$ cat config.mk
export PLATFORM = sky130hd
export DESIGN_NAME = gregorian_date_shift_unit
export DESIGN_NICKNAME = d
export VERILOG_FILES = /design/src/hw/rtl/gds_pkg.sv /design/src/hw/rtl/gds_year_tracker.sv /design/src/hw/rtl/gds_month_step.sv /design/src/hw/rtl/gregorian_date_shift_unit.sv
export SDC_FILE = /design/constraint.sdc
export NUM_CORES = 1
export LEC_CHECK = 0
export ABC_AREA = 1
export BUFFER_PORTS_ARGS = -buffer_cell sky130_fd_sc_hd__buf_2
export CORE_ASPECT_RATIO = 0.75
export CORE_UTILIZATION = 45
export DETAILED_ROUTE_END_ITERATION = 12
export PLACE_DENSITY = 0.68
export SLEW_MARGIN = 20
export SYNTH_ARGS = -nofsm -noshare
export SYNTH_HDL_FRONTEND = slang
export SYNTH_HIERARCHICAL = 1
export SYNTH_SLANG_ARGS = --single-unit
$ cat constraint.sdc
create_clock -name clock -period 6.4 [get_ports clock]
set_input_delay 0.96 -clock clock [delete_from_list [all_inputs] [get_ports clock]]
set_output_delay 0.96 -clock clock [all_outputs]
set_load 0.005 [all_outputs]
$ cat src/hw/rtl/gds_pkg.sv
`default_nettype none
// ----------------------------------------------------------------------------
// gds_pkg
// shared widths, constants, month table and control types of the date shifter
// ----------------------------------------------------------------------------
package gds_pkg;

   localparam int YEAR_W  = 16;
   localparam int DAY_W   = 5;
   localparam int MONTH_W = 4;
   localparam int CNT_W   = 16;
   localparam int ACC_W   = 18;   // signed day accumulator, day +/- count
   localparam int REM_W   = 7;    // year mod 100
   localparam int PROD_W  = 29;   // year * reciprocal of 100
   localparam int RECIP_SHIFT = 19;
   localparam int QUOT_W  = 10;   // year / 100

   localparam logic [12:0]        RECIP_100      = 13'd5243;
   localparam logic [YEAR_W-1:0]  MIN_YEAR_RESET = 16'd1601;
   localparam logic [YEAR_W-1:0]  YEAR_LAST      = 16'hFFFF;
   localparam logic [MONTH_W-1:0] MONTH_JAN      = 4'd1;
   localparam logic [MONTH_W-1:0] MONTH_DEC      = 4'd12;
   localparam logic [DAY_W-1:0]   DAY_FIRST      = 5'd1;
   localparam logic [DAY_W-1:0]   DAY_LAST_DEC   = 5'd31;
   localparam logic [REM_W-1:0]   REM_LAST       = 7'd99;

   localparam logic MODE_ADD = 1'b0;
   localparam logic MODE_SUB = 1'b1;

   // control from the sequencer to the year tracker
   typedef struct packed {
      logic load;      // take a new year, start the reciprocal product
      logic rem_step;  // finish year mod 100
      logic inc;
      logic dec;
   } yt_ctrl_type;

   // one month move proposed by the step unit
   typedef struct packed {
      logic                    done;
      logic                    oor;
      logic                    inc;
      logic                    dec;
      logic signed [ACC_W-1:0] day;
      logic [MONTH_W-1:0]      month;
   } step_type;

   function automatic logic [DAY_W-1:0] month_days(input logic leap,
                                                   input logic [MONTH_W-1:0] m);
      logic [DAY_W-1:0] len;
      begin
         unique case (m)
            4'd1, 4'd3, 4'd5, 4'd7, 4'd8, 4'd10, 4'd12: len = 5'd31;
            4'd4, 4'd6, 4'd9, 4'd11:                     len = 5'd30;
            4'd2:                                        len = leap ? 5'd29 : 5'd28;
            default:                                     len = 5'd0;
         endcase
         return len;
      end
   endfunction

endpackage
`default_nettype wire

$ cat src/hw/rtl/gds_year_tracker.sv
`default_nettype none
// ----------------------------------------------------------------------------
// gds_year_tracker
// holds the working year with its residues mod 100 and 400, gives leap flag
// ----------------------------------------------------------------------------
module gds_year_tracker (
   input  wire logic                         clock,
   input  wire gds_pkg::yt_ctrl_type         ctrl,
   input  wire logic [gds_pkg::YEAR_W-1:0]   year_load,
   output logic      [gds_pkg::YEAR_W-1:0]   year,
   output logic                              leap
);

   logic [gds_pkg::YEAR_W-1:0] year_ff, year_in;
   logic [gds_pkg::PROD_W-1:0] prod_ff, prod_in;
   logic [gds_pkg::REM_W-1:0]  rem_ff, rem_in;
   logic [1:0]                 qlo_ff, qlo_in;
   logic [gds_pkg::YEAR_W-1:0] quot;
   logic [gds_pkg::YEAR_W-1:0] rem_wide;

   // floor(year * 5243 / 2^19) equals year / 100 for years up to 43698, not over the whole 16-bit range
   assign quot = gds_pkg::YEAR_W'(prod_ff[gds_pkg::PROD_W-1:gds_pkg::RECIP_SHIFT]);
   assign rem_wide = year_ff - gds_pkg::YEAR_W'(quot * 16'd100);

   always_comb begin
      year_in = year_ff;
      prod_in = prod_ff;
      rem_in  = rem_ff;
      qlo_in  = qlo_ff;
      priority if (ctrl.load) begin
         year_in = year_load;
         prod_in = gds_pkg::PROD_W'(year_load) * gds_pkg::PROD_W'(gds_pkg::RECIP_100);
      end else if (ctrl.rem_step) begin
         rem_in = rem_wide[gds_pkg::REM_W-1:0];
         qlo_in = quot[1:0];
      end else if (ctrl.inc) begin
         year_in = year_ff + 16'd1;
         if (rem_ff == gds_pkg::REM_LAST) begin
            rem_in = '0;
            qlo_in = qlo_ff + 2'd1;
         end else begin
            rem_in = rem_ff + 7'd1;
         end
      end else if (ctrl.dec) begin
         year_in = year_ff - 16'd1;
         if (rem_ff == '0) begin
            rem_in = gds_pkg::REM_LAST;
            qlo_in = qlo_ff - 2'd1;
         end else begin
            rem_in = rem_ff - 7'd1;
         end
      end else begin
         // no control this cycle, everything holds
      end
   end

   always_ff @(posedge clock) begin
      year_ff <= year_in;
      prod_ff <= prod_in;
      rem_ff  <= rem_in;
      qlo_ff  <= qlo_in;
   end

   assign year = year_ff;
   // century years are leap only when year / 100 is a multiple of 4
   assign leap = (rem_ff != '0) ? (year_ff[1:0] == 2'd0) : (qlo_ff == 2'd0);

endmodule
`default_nettype wire

$ cat src/hw/rtl/gds_month_step.sv
`default_nettype none
// ----------------------------------------------------------------------------
// gds_month_step
// shared step unit: moves the working date by one month forward or back
// ----------------------------------------------------------------------------
module gds_month_step (
   input  wire logic                              mode,
   input  wire logic signed [gds_pkg::ACC_W-1:0]  day,
   input  wire logic        [gds_pkg::MONTH_W-1:0] month,
   input  wire logic        [gds_pkg::YEAR_W-1:0]  year,
   input  wire logic                              leap,
   output gds_pkg::step_type                      step
);

   logic [gds_pkg::DAY_W-1:0]   len;
   logic [gds_pkg::MONTH_W-1:0] m_sel;
   logic                        wrap;
   logic signed [gds_pkg::ACC_W-1:0] len_s;
   logic signed [gds_pkg::ACC_W-1:0] one_s;

   assign wrap  = (mode == gds_pkg::MODE_ADD) ? (month == gds_pkg::MONTH_DEC)
                                              : (month == gds_pkg::MONTH_JAN);
   // backward move reads the length of the previous month, December on a wrap
   assign m_sel = (mode == gds_pkg::MODE_ADD) ? month
                : (wrap ? gds_pkg::MONTH_DEC : month - 4'd1);
   assign len   = gds_pkg::month_days(leap, m_sel);
   assign len_s = $signed({{(gds_pkg::ACC_W-gds_pkg::DAY_W){1'b0}}, len});
   assign one_s = $signed(gds_pkg::ACC_W'(1));

   always_comb begin
      step.done  = 1'b0;
      step.oor   = 1'b0;
      step.inc   = 1'b0;
      step.dec   = 1'b0;
      step.day   = day;
      step.month = month;
      if (mode == gds_pkg::MODE_ADD) begin
         if (day > len_s) begin
            if (wrap && year == gds_pkg::YEAR_LAST) begin
               step.done  = 1'b1;
               step.oor   = 1'b1;
               step.day   = $signed(gds_pkg::ACC_W'(gds_pkg::DAY_LAST_DEC));
               step.month = gds_pkg::MONTH_DEC;
            end else begin
               step.day   = day - len_s;
               step.month = wrap ? gds_pkg::MONTH_JAN : month + 4'd1;
               step.inc   = wrap;
            end
         end else begin
            step.done = 1'b1;
         end
      end else begin
         if (day < one_s) begin
            if (wrap && year == '0) begin
               step.done  = 1'b1;
               step.oor   = 1'b1;
               step.day   = $signed(gds_pkg::ACC_W'(gds_pkg::DAY_FIRST));
               step.month = gds_pkg::MONTH_JAN;
            end else begin
               step.day   = day + len_s;
               step.month = m_sel;
               step.dec   = wrap;
            end
         end else begin
            step.done = 1'b1;
         end
      end
   end

endmodule
`default_nettype wire

$ cat src/hw/rtl/gregorian_date_shift_unit.sv
`default_nettype none
// ----------------------------------------------------------------------------
// gregorian_date_shift_unit
// throughput: one request at a time; the month walk, one month per cycle
//   through the shared step unit, sets the rate; a response not yet taken holds the unit
// reset: control state clears, min_year returns to 1601, no response pending
// ----------------------------------------------------------------------------
// Moves a Gregorian date by a day count. After the request is taken, the year
// tracker finds year mod 100 by a reciprocal product, the start date is checked,
// and the day count is folded into a signed day accumulator. The step unit then
// walks one month per cycle until the accumulator lies inside the month or the year range ends.
// ----------------------------------------------------------------------------
module gregorian_date_shift_unit (
   input  wire logic                            clock,
   input  wire logic                            reset,
   // configuration
   input  wire logic                            csr_we,
   input  wire logic [gds_pkg::YEAR_W-1:0]      csr_wdata,
   // request channel
   input  wire logic                            req_valid,
   output logic                                 req_ready,
   input  wire logic                            req_mode,
   input  wire logic [gds_pkg::DAY_W-1:0]       req_day,
   input  wire logic [gds_pkg::MONTH_W-1:0]     req_month,
   input  wire logic [gds_pkg::YEAR_W-1:0]      req_year,
   input  wire logic [gds_pkg::CNT_W-1:0]       req_day_count,
   // response channel
   output logic                                 rsp_valid,
   input  wire logic                            rsp_ready,
   output logic      [gds_pkg::DAY_W-1:0]       rsp_new_day,
   output logic      [gds_pkg::MONTH_W-1:0]     rsp_new_month,
   output logic      [gds_pkg::YEAR_W-1:0]      rsp_new_year,
   output logic                                 rsp_input_invalid,
   output logic                                 rsp_out_of_range
);

   // sequencer states
   localparam logic [2:0] ST_IDLE  = 3'd0;
   localparam logic [2:0] ST_REM   = 3'd1;
   localparam logic [2:0] ST_CHECK = 3'd2;
   localparam logic [2:0] ST_WALK  = 3'd3;
   localparam logic [2:0] ST_EMIT  = 3'd4;

   localparam int ACC_W = gds_pkg::ACC_W;

   logic [2:0] state_ff, state_in;

   // configuration register
   logic [gds_pkg::YEAR_W-1:0] min_year_ff, min_year_in;

   // working date
   logic                              mode_ff, mode_in;
   logic signed [ACC_W-1:0]           acc_ff, acc_in;
   logic [gds_pkg::MONTH_W-1:0]       month_ff, month_in;
   logic [gds_pkg::CNT_W-1:0]         count_ff, count_in;
   logic                              bad_ff, bad_in;
   logic                              oor_ff, oor_in;

   // response holding register
   logic                              rsp_valid_ff, rsp_valid_in;
   logic [gds_pkg::DAY_W-1:0]         rsp_day_ff, rsp_day_in;
   logic [gds_pkg::MONTH_W-1:0]       rsp_month_ff, rsp_month_in;
   logic [gds_pkg::YEAR_W-1:0]        rsp_year_ff, rsp_year_in;
   logic                              rsp_bad_ff, rsp_bad_in;
   logic                              rsp_oor_ff, rsp_oor_in;

   gds_pkg::yt_ctrl_type              yt_ctrl;
   logic [gds_pkg::YEAR_W-1:0]        year;
   logic                              leap;
   gds_pkg::step_type                 step;

   logic                              accept;
   logic                              date_ok;
   logic [gds_pkg::DAY_W-1:0]         day_lo;
   logic signed [ACC_W-1:0]           count_s;

   assign accept  = req_valid && req_ready;
   assign day_lo  = acc_ff[gds_pkg::DAY_W-1:0];
   assign count_s = $signed({{(ACC_W-gds_pkg::CNT_W){1'b0}}, count_ff});

   // start date check, acc still holds the raw day here
   assign date_ok = (year >= min_year_ff)
                 && (month_ff >= gds_pkg::MONTH_JAN) && (month_ff <= gds_pkg::MONTH_DEC)
                 && (day_lo != '0)
                 && (day_lo <= gds_pkg::month_days(leap, month_ff));

   gds_year_tracker u_year (
      .clock     (clock),
      .ctrl      (yt_ctrl),
      .year_load (req_year),
      .year      (year),
      .leap      (leap)
   );

   gds_month_step u_step (
      .mode  (mode_ff),
      .day   (acc_ff),
      .month (month_ff),
      .year  (year),
      .leap  (leap),
      .step  (step)
   );

   always_comb begin
      state_in     = state_ff;
      min_year_in  = csr_we ? csr_wdata : min_year_ff;
      mode_in      = mode_ff;
      acc_in       = acc_ff;
      month_in     = month_ff;
      count_in     = count_ff;
      bad_in       = bad_ff;
      oor_in       = oor_ff;
      rsp_valid_in = rsp_valid_ff && !rsp_ready;
      rsp_day_in   = rsp_day_ff;
      rsp_month_in = rsp_month_ff;
      rsp_year_in  = rsp_year_ff;
      rsp_bad_in   = rsp_bad_ff;
      rsp_oor_in   = rsp_oor_ff;
      yt_ctrl      = '0;

      unique case (state_ff)
         ST_IDLE: begin
            if (accept) begin
               yt_ctrl.load = 1'b1;
               mode_in  = req_mode;
               acc_in   = $signed({{(ACC_W-gds_pkg::DAY_W){1'b0}}, req_day});
               month_in = req_month;
               count_in = req_day_count;
               bad_in   = 1'b0;
               oor_in   = 1'b0;
               state_in = ST_REM;
            end
         end
         ST_REM: begin
            yt_ctrl.rem_step = 1'b1;
            state_in = ST_CHECK;
         end
         ST_CHECK: begin
            if (!date_ok) begin
               // invalid start date, echo it back
               bad_in   = 1'b1;
               state_in = ST_EMIT;
            end else begin
               acc_in   = (mode_ff == gds_pkg::MODE_ADD) ? acc_ff + count_s
                                                         : acc_ff - count_s;
               state_in = ST_WALK;
            end
         end
         ST_WALK: begin
            acc_in      = step.day;
            month_in    = step.month;
            oor_in      = step.oor;
            yt_ctrl.inc = step.inc;
            yt_ctrl.dec = step.dec;
            if (step.done) begin
               state_in = ST_EMIT;
            end
         end
         ST_EMIT: begin
            // wait for the holding register to free up
            if (!rsp_valid_ff || rsp_ready) begin
               rsp_valid_in = 1'b1;
               rsp_day_in   = day_lo;
               rsp_month_in = month_ff;
               rsp_year_in  = year;
               rsp_bad_in   = bad_ff;
               rsp_oor_in   = oor_ff;
               state_in     = ST_IDLE;
            end
         end
         default: begin
            state_in = ST_IDLE;
         end
      endcase
   end

   always_ff @(posedge clock) begin
      if (reset) begin
         state_ff     <= ST_IDLE;
         min_year_ff  <= gds_pkg::MIN_YEAR_RESET;
         rsp_valid_ff <= 1'b0;
      end else begin
         state_ff     <= state_in;
         min_year_ff  <= min_year_in;
         rsp_valid_ff <= rsp_valid_in;
      end
   end

   always_ff @(posedge clock) begin
      mode_ff      <= mode_in;
      acc_ff       <= acc_in;
      month_ff     <= month_in;
      count_ff     <= count_in;
      bad_ff       <= bad_in;
      oor_ff       <= oor_in;
      rsp_day_ff   <= rsp_day_in;
      rsp_month_ff <= rsp_month_in;
      rsp_year_ff  <= rsp_year_in;
      rsp_bad_ff   <= rsp_bad_in;
      rsp_oor_ff   <= rsp_oor_in;
   end

   assign req_ready         = (state_ff == ST_IDLE);
   assign rsp_valid         = rsp_valid_ff;
   assign rsp_new_day       = rsp_day_ff;
   assign rsp_new_month     = rsp_month_ff;
   assign rsp_new_year      = rsp_year_ff;
   assign rsp_input_invalid = rsp_bad_ff;
   assign rsp_out_of_range  = rsp_oor_ff;

endmodule
`default_nettype wire
Word level (Yosys, flattened, before mapping):

Cells that the tools add are included.

* memories kept: 0
* memory bits (read-only): 0
* logic and storage cells: 176
* memory bits (writable): 0
* bits in latches: 0
* bits in registers: 142
* output and inout port bits: 29

* reduce and logical (&&, ||, !) cells: 38
* magnitude comparators: 6
* $mul: 2
* muxes and demuxes: 59
* divide/modulo/power cells: 0
* bitwise operators: 1
* add/subtract/negate cells: 13
* shift-type cells: 0
* equal/unequal tests: 39

Operators with widths (count)
* 22-bit two-way mux: 4
* 16-bit two-way mux: 4
* 18-bit two-way mux: 3
* 18-bit case mux with 3 select lines: 1
* 4-bit == test (second input constant): 10
* 7-bit two-way mux: 5
* 4-bit by 3-bit == test with 1-bit output (second input constant): 8
* 5-bit case mux with 3 select lines: 2
* 16-bit by 13-bit multiplier with 29-bit output (second input constant): 1
* 23-bit two-way mux: 1
* 2-bit two-way mux: 10
* 18-bit by 17-bit adder with 18-bit output: 1
* 18-bit by 6-bit adder with 18-bit output: 1
* 18-bit by 6-bit > comparator with 1-bit output: 1
* 18-bit by 2-bit < comparator with 1-bit output (second input constant): 1
* 18-bit by 17-bit subtractor with 18-bit output: 1
* 18-bit by 6-bit subtractor with 18-bit output: 1
* 1-bit two-way mux: 17
* 16-bit by 1-bit adder with 16-bit output (second input constant): 1
* 16-bit == test (second input constant): 1
* 4-bit by 2-bit == test with 1-bit output (second input constant): 4
* 16-bit >= comparator: 1
* 16-bit logical NOT: 1
* 4-bit two-way mux: 4
* other kinds (41): 74

Longest topological paths before layout:

Gate-level depths: netlist (run 1).

* depth in word-level cells: 16
* gate-level depth with buffers: 36

Modules after synthesis:

The synthesis (run 1) kept the hierarchy.

By module, submodules not included
* gds_year_tracker: sequential area each 900.9 um2, area an instance 6518.8 um2, cells each 864, times used 1
* gregorian_date_shift_unit: sequential area each 2442.3 um2, area an instance 5028.6 um2, cells each 568, times used 1
* gds_month_step: sequential area each 0.0 um2, area an instance 2504.9 um2, cells each 504, times used 1

Worst setup path before layout (run 1):

Ideal clock, no wire load.

* path kind: flip-flop to flip-flop
* start: register month_ff[0] in the netlist's numbering
* end: register u_year.year_ff, in the netlist u_year/year[0] (enable)
* stages on the path, launching flop included: 25
* arrival: 4.431 ns
* setup slack: 1.557 ns
* path buffers: 2
* clock period less this slack: 4.843 ns
* path through: edfxtp_1 inv_1 ha_1 nand2_1 xor2_1 nor2_1 o21ai_1 nand2_1 o21ai_1 nand2_1 ha_1 fa_1 inv_1 nand3_1 nand2_1 nor2_4 nand3_2 nand3_4 buf_6 nor3_1 inv_1 nor2_1 buf_4 nor2_1 o21ai_0

RTL lines
* start: declaration: RTL line gregorian_date_shift_unit.sv:54 `logic [gds_pkg::MONTH_W-1:0] month_ff, month_in;`
* start signal: assignment: RTL line gregorian_date_shift_unit.sv:192 `month_ff <= month_in;`
* end signal: assignment: RTL line gds_year_tracker.sv:58 `year_ff <= year_in;`
* end: declaration: RTL line gds_year_tracker.sv:14 `logic [gds_pkg::YEAR_W-1:0] year_ff, year_in;`

==> out/results.tsv, run 1 <==
stage	metric	value	unit
sta	unrepaired setup endpoints after global routing	false	
final_layout	most common cell after layout, fill and taps aside	nand2_1	
route	DR pass1 iterations	7	
cts	CTS Buf Count	17	
critical_path	WP data required	6.55	ns
outcome	outcome	complete, no violations	
sta	Slew HR	0.3760	
cts	hold_buf cts	0	
sta	Final Hold Fails	0	
cts	post-CTS sizing	0	
final_layout	layout cells sized above 1	0.1050	
place	gpl congestion	0.9824	
cts	CTS root buf	clkbuf_16	
pwr	Pleak	7.976	nW
critical_path	worst-path fanout max	19	
logic_synthesis	Mapped Avg Cell Area	7.258	um^2
cts	# clock sinks	118	
sta	measured slew at the worst slew-check pin	0.9262	ns
critical_path	WP data arrival	5.55	ns
cts	clock latency on the worst-skew pair	0.44	ns
worst_hold_path	min-delay worst type	reg -> reg	
logic_synthesis	Ys Warns	6	
cts	CTS tree	yes	
critical_path	slowest stage cell, crit path	ha_1	
grt	Global Route Usage Sum	0.2569	
cts	H-tree depth	4	
route	Final ANT Viol Nets	0	
logic_synthesis	FFs w/ async S/R, synth	0	
grt	number of antenna violations at the first check in global routing	1	
grt	vias in the first global route	11980	
place	dpl cell area	14900	um^2
logic_synthesis	EDFF count, synth	98	
logic_synthesis	Synth Flop Type	edfxtp_1	
sta	Slew Viols, Final	0	
logic_synthesis	post-synthesis sequential area ratio	0.2379	
floorplan	top-level port count	92	
sta	clk_skew	0.02127	ns
pwr	VDD IR max	0.3975	mV
logic_synthesis	Synth Net Count	2237	
sta	post-route minimum period	5.407	ns
final_layout	diode count	0	
critical_path	critical path's largest stage delay	0.53	ns
critical_path	Crit. End Element	flop	
route	Via density	5.232	
logic_synthesis	cell area after synthesis	14050	um^2
floorplan	Die Height	155.0	um
route	wire per inst	16.12	um
floorplan	die footprint	31950	um^2
cts	maximum buffer depth of the clock tree	2	
grt	GRT overflow	0	
logic_synthesis	Yosys cell types	49	
critical_path	critical path class	reg -> reg	
final_layout	Final #Nets	2327	
grt	first-pass GRT wire length	63850	um
final_layout	Area Growth Syn to Fin	10.31	%
route	Routed Wire Length	39300	um
sta	Period Utilization, post-route	0.8449	
floorplan	Core Area	30420	um^2
floorplan	Chip Width	206.1	um
job	Max-Cap Viols	0	
sta	setup TNS	0	ns
cts	Setup Fix Bufs, Post-CTS	0	
final_layout	Post-Layout Inst Area	15500	um^2
sta	# setup viols final	0	
route	Iter 0 DRT Violations	1210	
place	IO buf count	91	
logic_synthesis	synthesized instance count	1936	
grt	largest net degree at the start of global routing	36	
floorplan	initial core utilization	0.4620	
place	HPWL reported at the end of detailed placement	31640	um
sta	Max Clk Rate	184.9	MHz
route	DRC errors left	0	
floorplan	row count	55	
route	via count	12760	
pwr	Cell Pwr Density	551.9	nW/um^2
critical_path	startpoint types	flop	
cts	Reg clk slew, reported paths	0.06	ns
final_layout	commonest non-fill, non-tap cells in the layout	nand2_1, inv_1, ha_1	
logic_synthesis	Seq cells post-synth	118	
==> logic make-up (layout without fill, tap and decap cells) <==
kind of cell               Yosys count  count (layout)  synth area share
AOI/OAI and AO/OA                  217             217           0.08717
DFF                                118             118            0.2379
xor gates and xnor gates            39              39           0.02484
buffers and inverters              398             501            0.1127
adders and majority gates          238             238            0.2541
and+or+nand+nor                    926             926            0.2832
==> where the power goes <==
part	total, mW	switching (mW)	leakage, nW	internal [mW]
sequential	1.65	0.436	1.10	1.22
clock	1.01	0.431	0.298	0.578
combinational	5.89	3.87	6.58	2.03
==> stage by stage <==
stage | total power, mW | setup slack, ns | util | std cells | hold slack, ns
6_report | 8.555 | 0.9926 | 0.5096 | 2438 | 0.4275
5_1_grt | 9.504 | 0.5529 | 0.5096 | 2438 | 0.4380
4_1_cts | 8.472 | 1.058 | 0.5096 | 2438 | 0.4264
3_5_place_dp | 7.418 | 1.084 | 0.4898 | 2406 | 0.4118
3_3_place_gp | 7.336 | 1.187 | 0.4898 | 2406 | 0.4106
2_1_floorplan | 5.931 | 1.557 | - | 1936 | 0.4003
==> final cells by class <==
type / count / area (um^2)
repair buffers: 103 / 545.5
clock inverters: 14 / 152.6
inverters: 366 / 1374
flip-flops and latches: 118 / 3343
fillers: 2945 / 14920
multi-input cells: 1420 / 9136
well taps: 399 / 499.2
clock buffers: 18 / 450.4
==> layer usage <==
| metal | part of all wire | up-vias | global-route usage |
|---|---|---|---|
| li1 | - | 6347 | - |
| met1 | 0.50 | 5894 | 0.4024 |
| met2 | 0.41 | 486 | 0.3605 |
| met3 | 0.083 | 28 | 0.05153 |
| met4 | 0.0089 | 0 | 0.04797 |
| met5 | 0 | - | 0 |
==> critical path: cells and delay by family (launching register included) <==
kind	cells	cell delay [ns]
simple gates	17	1.83
xor+xnor	1	0.24
buf+inv	6	1.08
compound gates	3	0.35
fa+ha+maj	3	1.13
flops	1	0.49
==> sequential cells by signal, indices dropped and copies added, names as in the netlist, 2 cells and up <==
| name | flops |
|---|---|
| rsp_new_month | 4 |
| acc_ff | 18 |
| state_ff | 3 |
| rsp_new_day | 5 |
| u_year/prod_ff | 5 |
| u_year/year | 16 |
| count_ff | 16 |
| month_ff | 4 |
| u_year/rem_ff | 7 |
| u_year/qlo_ff | 2 |
| rsp_new_year | 16 |
| min_year_ff | 16 |
==> cells in the mapped netlist, drive strengths merged (10+ instances only) <==
cell,instances,area share
nand2,567,0.15
inv,366,0.098
nor2,168,0.052
ha,159,0.14
nand3,127,0.048
edfxtp,98,0.21
a21oi,94,0.036
o21ai,89,0.034
fa,79,0.11
xor2,27,0.017
nand4,26,0.012
buf,22,0.012
dfxtp,20,0.028
nor3,17,0.0068
xnor2,12,0.0080
clkbuf,10,0.0028
or2,10,0.0045
==> final timing paths <==
kind,end,slack [ns],depth (start not counted),startpoint
setup reg to reg,u_year/year[7]$_DFFE_PP_,0.99,30,month_ff[1]$_DFFE_PP_
hold / removal,rsp_input_invalid$_DFFE_PP_,0.43,0,bad_ff$_DFFE_PP_
setup / recovery,u_year/year[7]$_DFFE_PP_,0.99,30,month_ff[1]$_DFFE_PP_
hold reg to reg,rsp_input_invalid$_DFFE_PP_,0.43,0,bad_ff$_DFFE_PP_
Note: power is estimated with default switching activity, not from simulation.
==> run 2: changes to the inputs <==
- ABC_AREA: 1 -> 0
- PLACE_DENSITY: 0.68 -> 0.71
- clock period: 6.4 -> 4.6 ns (I/O delays scaled with it)
==> run 2 against run 1 <==
Compared with the run above:
- the flow now finishes with violations (negative setup slack)
- sequential power is 27% higher
- synthesized cell count is 27% lower
- clock power is 33% higher
- via count decreased by 6.9%
- first-iteration DRC count is 0.83% lower
- critical endpoint is now u_year/year[12]$_DFFE_PP_
- largest cell class unchanged
==> out/results.tsv, run 2 <==
stage	metric	value	unit	change
sta	unrepaired setup endpoints after global routing	true		
grt	Global Route Usage Sum	0.2722		+0.01538
cts	CTS root buf	clkbuf_16		
cts	H-tree depth	4		unchanged
cts	clock latency on the worst-skew pair	0.43	ns	about the same
pwr	NetSw	6.202	mW	+31%
logic_synthesis	cell area after synthesis	12880	um^2	-8.4%
sta	measured slew at the worst slew-check pin	0.8630	ns	-0.06328 ns
logic_synthesis	synth cell count leaders	inv_1, ha_1, edfxtp_1		
pwr	VDD IR max	0.3613	mV	-9.1%
sta	Max Clk Rate	173.3	MHz	-6.3%
logic_synthesis	Mapped Avg Cell Area	9.166	um^2	+26%
sta	post-route setup slack	-1.170	ns	-2.163 ns
route	via count	11880		-6.9%
logic_synthesis	biggest area consumer among synthesized cells	edfxtp_1		
pwr	total power	13.19	mW	+54%
cts	# clock sinks	118		unchanged
final_layout	commonest non-fill, non-tap cells in the layout	buf_4, inv_1, ha_1		
critical_path	RR Endpoint	u_year/year[12]$_DFFE_PP_		
pwr	Pleak	7.574	nW	-5.0%
final_layout	layout cells sized above 1	0.2995		+0.1945
sta	clk_skew	0.01194	ns	-0.009332 ns
logic_synthesis	Yosys cell types	86		+76%
cts	hold_buf cts	0		unchanged
cts	maximum buffer depth of the clock tree	2		unchanged
route	Via density	5.661		+8.2%
floorplan	row count	53		-3.6%
floorplan	die footprint	29310	um^2	-8.3%
outcome	outcome	complete, but fails checks		
logic_synthesis	Ys Warns	6		unchanged
place	HPWL reported at the end of detailed placement	30000	um	-5.2%
logic_synthesis	top-count cell post-synth	inv_1		
grt	largest net degree at the start of global routing	37		+2.8%
sta	Period Utilization, post-route	1.254		+0.4094
route	Routed Wire Length	39390	um	+0.22%
logic_synthesis	top cell type's share of synthesized area	0.2285		+0.01908
final_layout	Area Growth Syn to Fin	31.66	%	
floorplan	Core Area	28050	um^2	-7.8%
logic_synthesis	post-synthesis sequential area ratio	0.2596		+0.02168
final_layout	Fillers	2298		-22%
pwr	Cell Pwr Density	777.9	nW/um^2	+41%
route	DRC errors left	0		unchanged
final_layout	max reg flops	18		unchanged
route	Iter 0 DRT Violations	1200		-0.83%
sta	Final Hold Fails	0		unchanged
worst_hold_path	Worst Hold Path EP	rsp_out_of_range$_DFFE_PP_		
worst_hold_path	min-delay worst type	reg -> reg		
pwr	Switching Share	0.4702		-0.08305
critical_path	WP data required	4.78	ns	-1.77 ns
final_layout	Final #Nets	2001		-14%
place	IO buf count	91		unchanged
cts	Reg clk slew, reported paths	0.06	ns	about the same
floorplan	Die Height	148.5	um	-4.2%
final_layout	area of the multi-input gates	9458	um^2	+3.5%
pwr	Clk pwr share	0.102		-0.016
critical_path	startpoint types	flop		
final_layout	sequential cell area	3343	um^2	unchanged
grt	vias in the first global route	11650		-2.7%
pwr	internal power	6.989	mW	+83%
final_layout	diode count	0		unchanged
place	gpl congestion	0.9734		-0.92%
logic_synthesis	FFs w/ async S/R, synth	0		unchanged
critical_path	worst-path fanout max	6		-13
pwr	Seq pwr share	0.159		-0.034
floorplan	initial core utilization	0.4591		-0.002871
critical_path	worst reg2reg setup slack	-1.17	ns	-2.16 ns
grt	number of antenna violations at the first check in global routing	1		unchanged
critical_path	worst reg2reg startpoint	u_year/rem_ff[0]$_DFFE_PP_		
critical_path	Crit. End Element	flop		
logic_synthesis	Synth Net Count	1706		-24%
route	wire per inst	18.77	um	+16%
sta	hold slack	0.4256	ns	-0.001850 ns
route	Final ANT Viol Nets	0		unchanged
cts	CTS Buf Count	17		unchanged
logic_synthesis	top post-synthesis cells by area	edfxtp_1, ha_1, fa_1, inv_1, dfxtp_1		
worst_hold_path	min-delay src	oor_ff$_SDFFCE_PN0P_		
logic_synthesis	Synth Flop Type	edfxtp_1		
cts	CTS tree	yes		
grt	GRT overflow	0		unchanged
route	DR pass1 iterations	5		-2
floorplan	top-level port count	92		unchanged
job	Max-Cap Viols	0		unchanged
sta	Slew Viols, Final	0		unchanged
sta	post-route minimum period	5.770	ns	+0.3625 ns
grt	first-pass GRT wire length	61680	um	-3.4%
logic_synthesis	Seq cells post-synth	118		unchanged
critical_path	R2R depth	26		-13%
sta	Slew HR	0.4194		+0.04341
critical_path	critical path class	reg -> reg		
logic_synthesis	synthesized instance count	1405		-27%
pwr	Comb pwr share	0.739		+0.050
outcome	failing checks	negative setup slack		
final_layout	most common cell after layout, fill and taps aside	buf_4		
floorplan	Chip Width	197.3	um	-4.2%
logic_synthesis	EDFF count, synth	98		unchanged
sta	# setup viols final	66		+66
worst_hold_path	Worst Hold Depth	0		unchanged
final_layout	Reg with most FFs	acc_ff		
critical_path	WP data arrival	5.95	ns	+0.40 ns
-- run 2: worst max-delay path: stages (launching register included) --
cell and delay (ns):
edfxtp_1 0.40, inv_2 0.11, ha_4 0.14, or3b_4 0.39
or4_4 0.43, or3_4 0.35, o31ai_4 0.07, a31o_2 0.19
a21oi_2 0.06, o32ai_2 0.16, ha_2 0.26, fa_2 0.20
o21bai_1 0.09, a221o_1 0.36, a211oi_4 0.26, or2_4 0.16
nor3_2 0.04, and2_4 0.18, clkinvlp_4 0.11, clkbuf_16 0.17
ha_4 0.21, a211oi_4 0.27, o211ai_1 0.19, o2111ai_2 0.18
o21ai_1 0.13, xor2_1 0.17, mux2_2 0.26
-- run 2: cells by family (layout without fill, tap and decap cells) --
family                     after synthesis  after routing  synth area share
and+or+nand+nor                        358            358            0.1385
AOI/OAI and AO/OA                      345            345            0.1786
buffers and inverters                  248            556           0.07558
adders and majority gates              238            238            0.2773
DFF                                    118            118            0.2596
xor gates and xnor gates                67             67           0.04556
muxes                                   31             31           0.02487
-- run 2: final cells by class --
cell class / instances / area share
clock inverter: 12 / 0.006420
clock buffer: 20 / 0.02819
inverter: 201 / 0.04472
timing repair buffer: 323 / 0.1373
multi-input combinational: 1039 / 0.5578
tap: 385 / 0.02841
sequential: 118 / 0.1972
-- run 2: per-layer routing --
layer  wire [um]  track usage  vias to the layer above
met1       18340       0.3987                     5693
met5          11            0                        -
met3        3094      0.05102                       72
met4         850      0.09186                        2
li1            -            -                     5613
met2       17090       0.4009                      496
-- run 2: worst max path at each step --
stage | from | end | slack (ns) | cells past startpoint
after global placement | u_year/rem_ff[0]$_DFFE_PP_ | u_year/year[15]$_DFFE_PP_ | -1.02 | 26
after detailed placement | u_year/rem_ff[1]$_DFFE_PP_ | u_year/year[15]$_DFFE_PP_ | -1.18 | 26
after CTS | u_year/rem_ff[0]$_DFFE_PP_ | u_year/year[15]$_DFFE_PP_ | -1.04 | 27
after floorplan | u_year/rem_ff[0]$_DFFE_PP_ | u_year/year[15]$_DFFE_PP_ | -1.58 | 28
final | u_year/rem_ff[0]$_DFFE_PP_ | u_year/year[12]$_DFFE_PP_ | -1.17 | 26
after global routing | u_year/rem_ff[0]$_DFFE_PP_ | u_year/year[12]$_DFFE_PP_ | -1.37 | 26
-- run 2: timing repair --
action / 4_1_cts / 5_1_grt
cloned: 1 / 0
buffers inserted: 75 / 15
pin swaps: 59 / 54
endpoints found under the setup margin: 68 / 92
resized for setup: 106 / 91
-- run 2: stage by stage --
stage               TNS [ns]  utilization  instances  setup slack (ns)  area (um^2)
global placement      -17.70       0.5466       2034            -1.019        15330
detailed placement    -26.10       0.5466       2034            -1.175        15330
global route          -32.14       0.6045       2098            -1.366        16960
CTS                   -25.76       0.5924       2100            -1.040        16620
finish                -18.96       0.6045       2098            -1.170        16960
floorplan             -35.12            -       1405            -1.575        13110
-- run 2: power groups by stage --
| stage | sequential, mW | clock, mW | combinational, mW |
|---|---|---|---|
| 2_1_floorplan | 2.00 | 0 | 5.51 |
| 3_3_place_gp | 2.07 | 0 | 8.04 |
| 3_5_place_dp | 2.08 | 0 | 8.27 |
| 4_1_cts | 2.08 | 1.36 | 8.98 |
| 5_1_grt | 2.13 | 1.40 | 10.6 |
| 6_report | 2.09 | 1.34 | 9.75 |
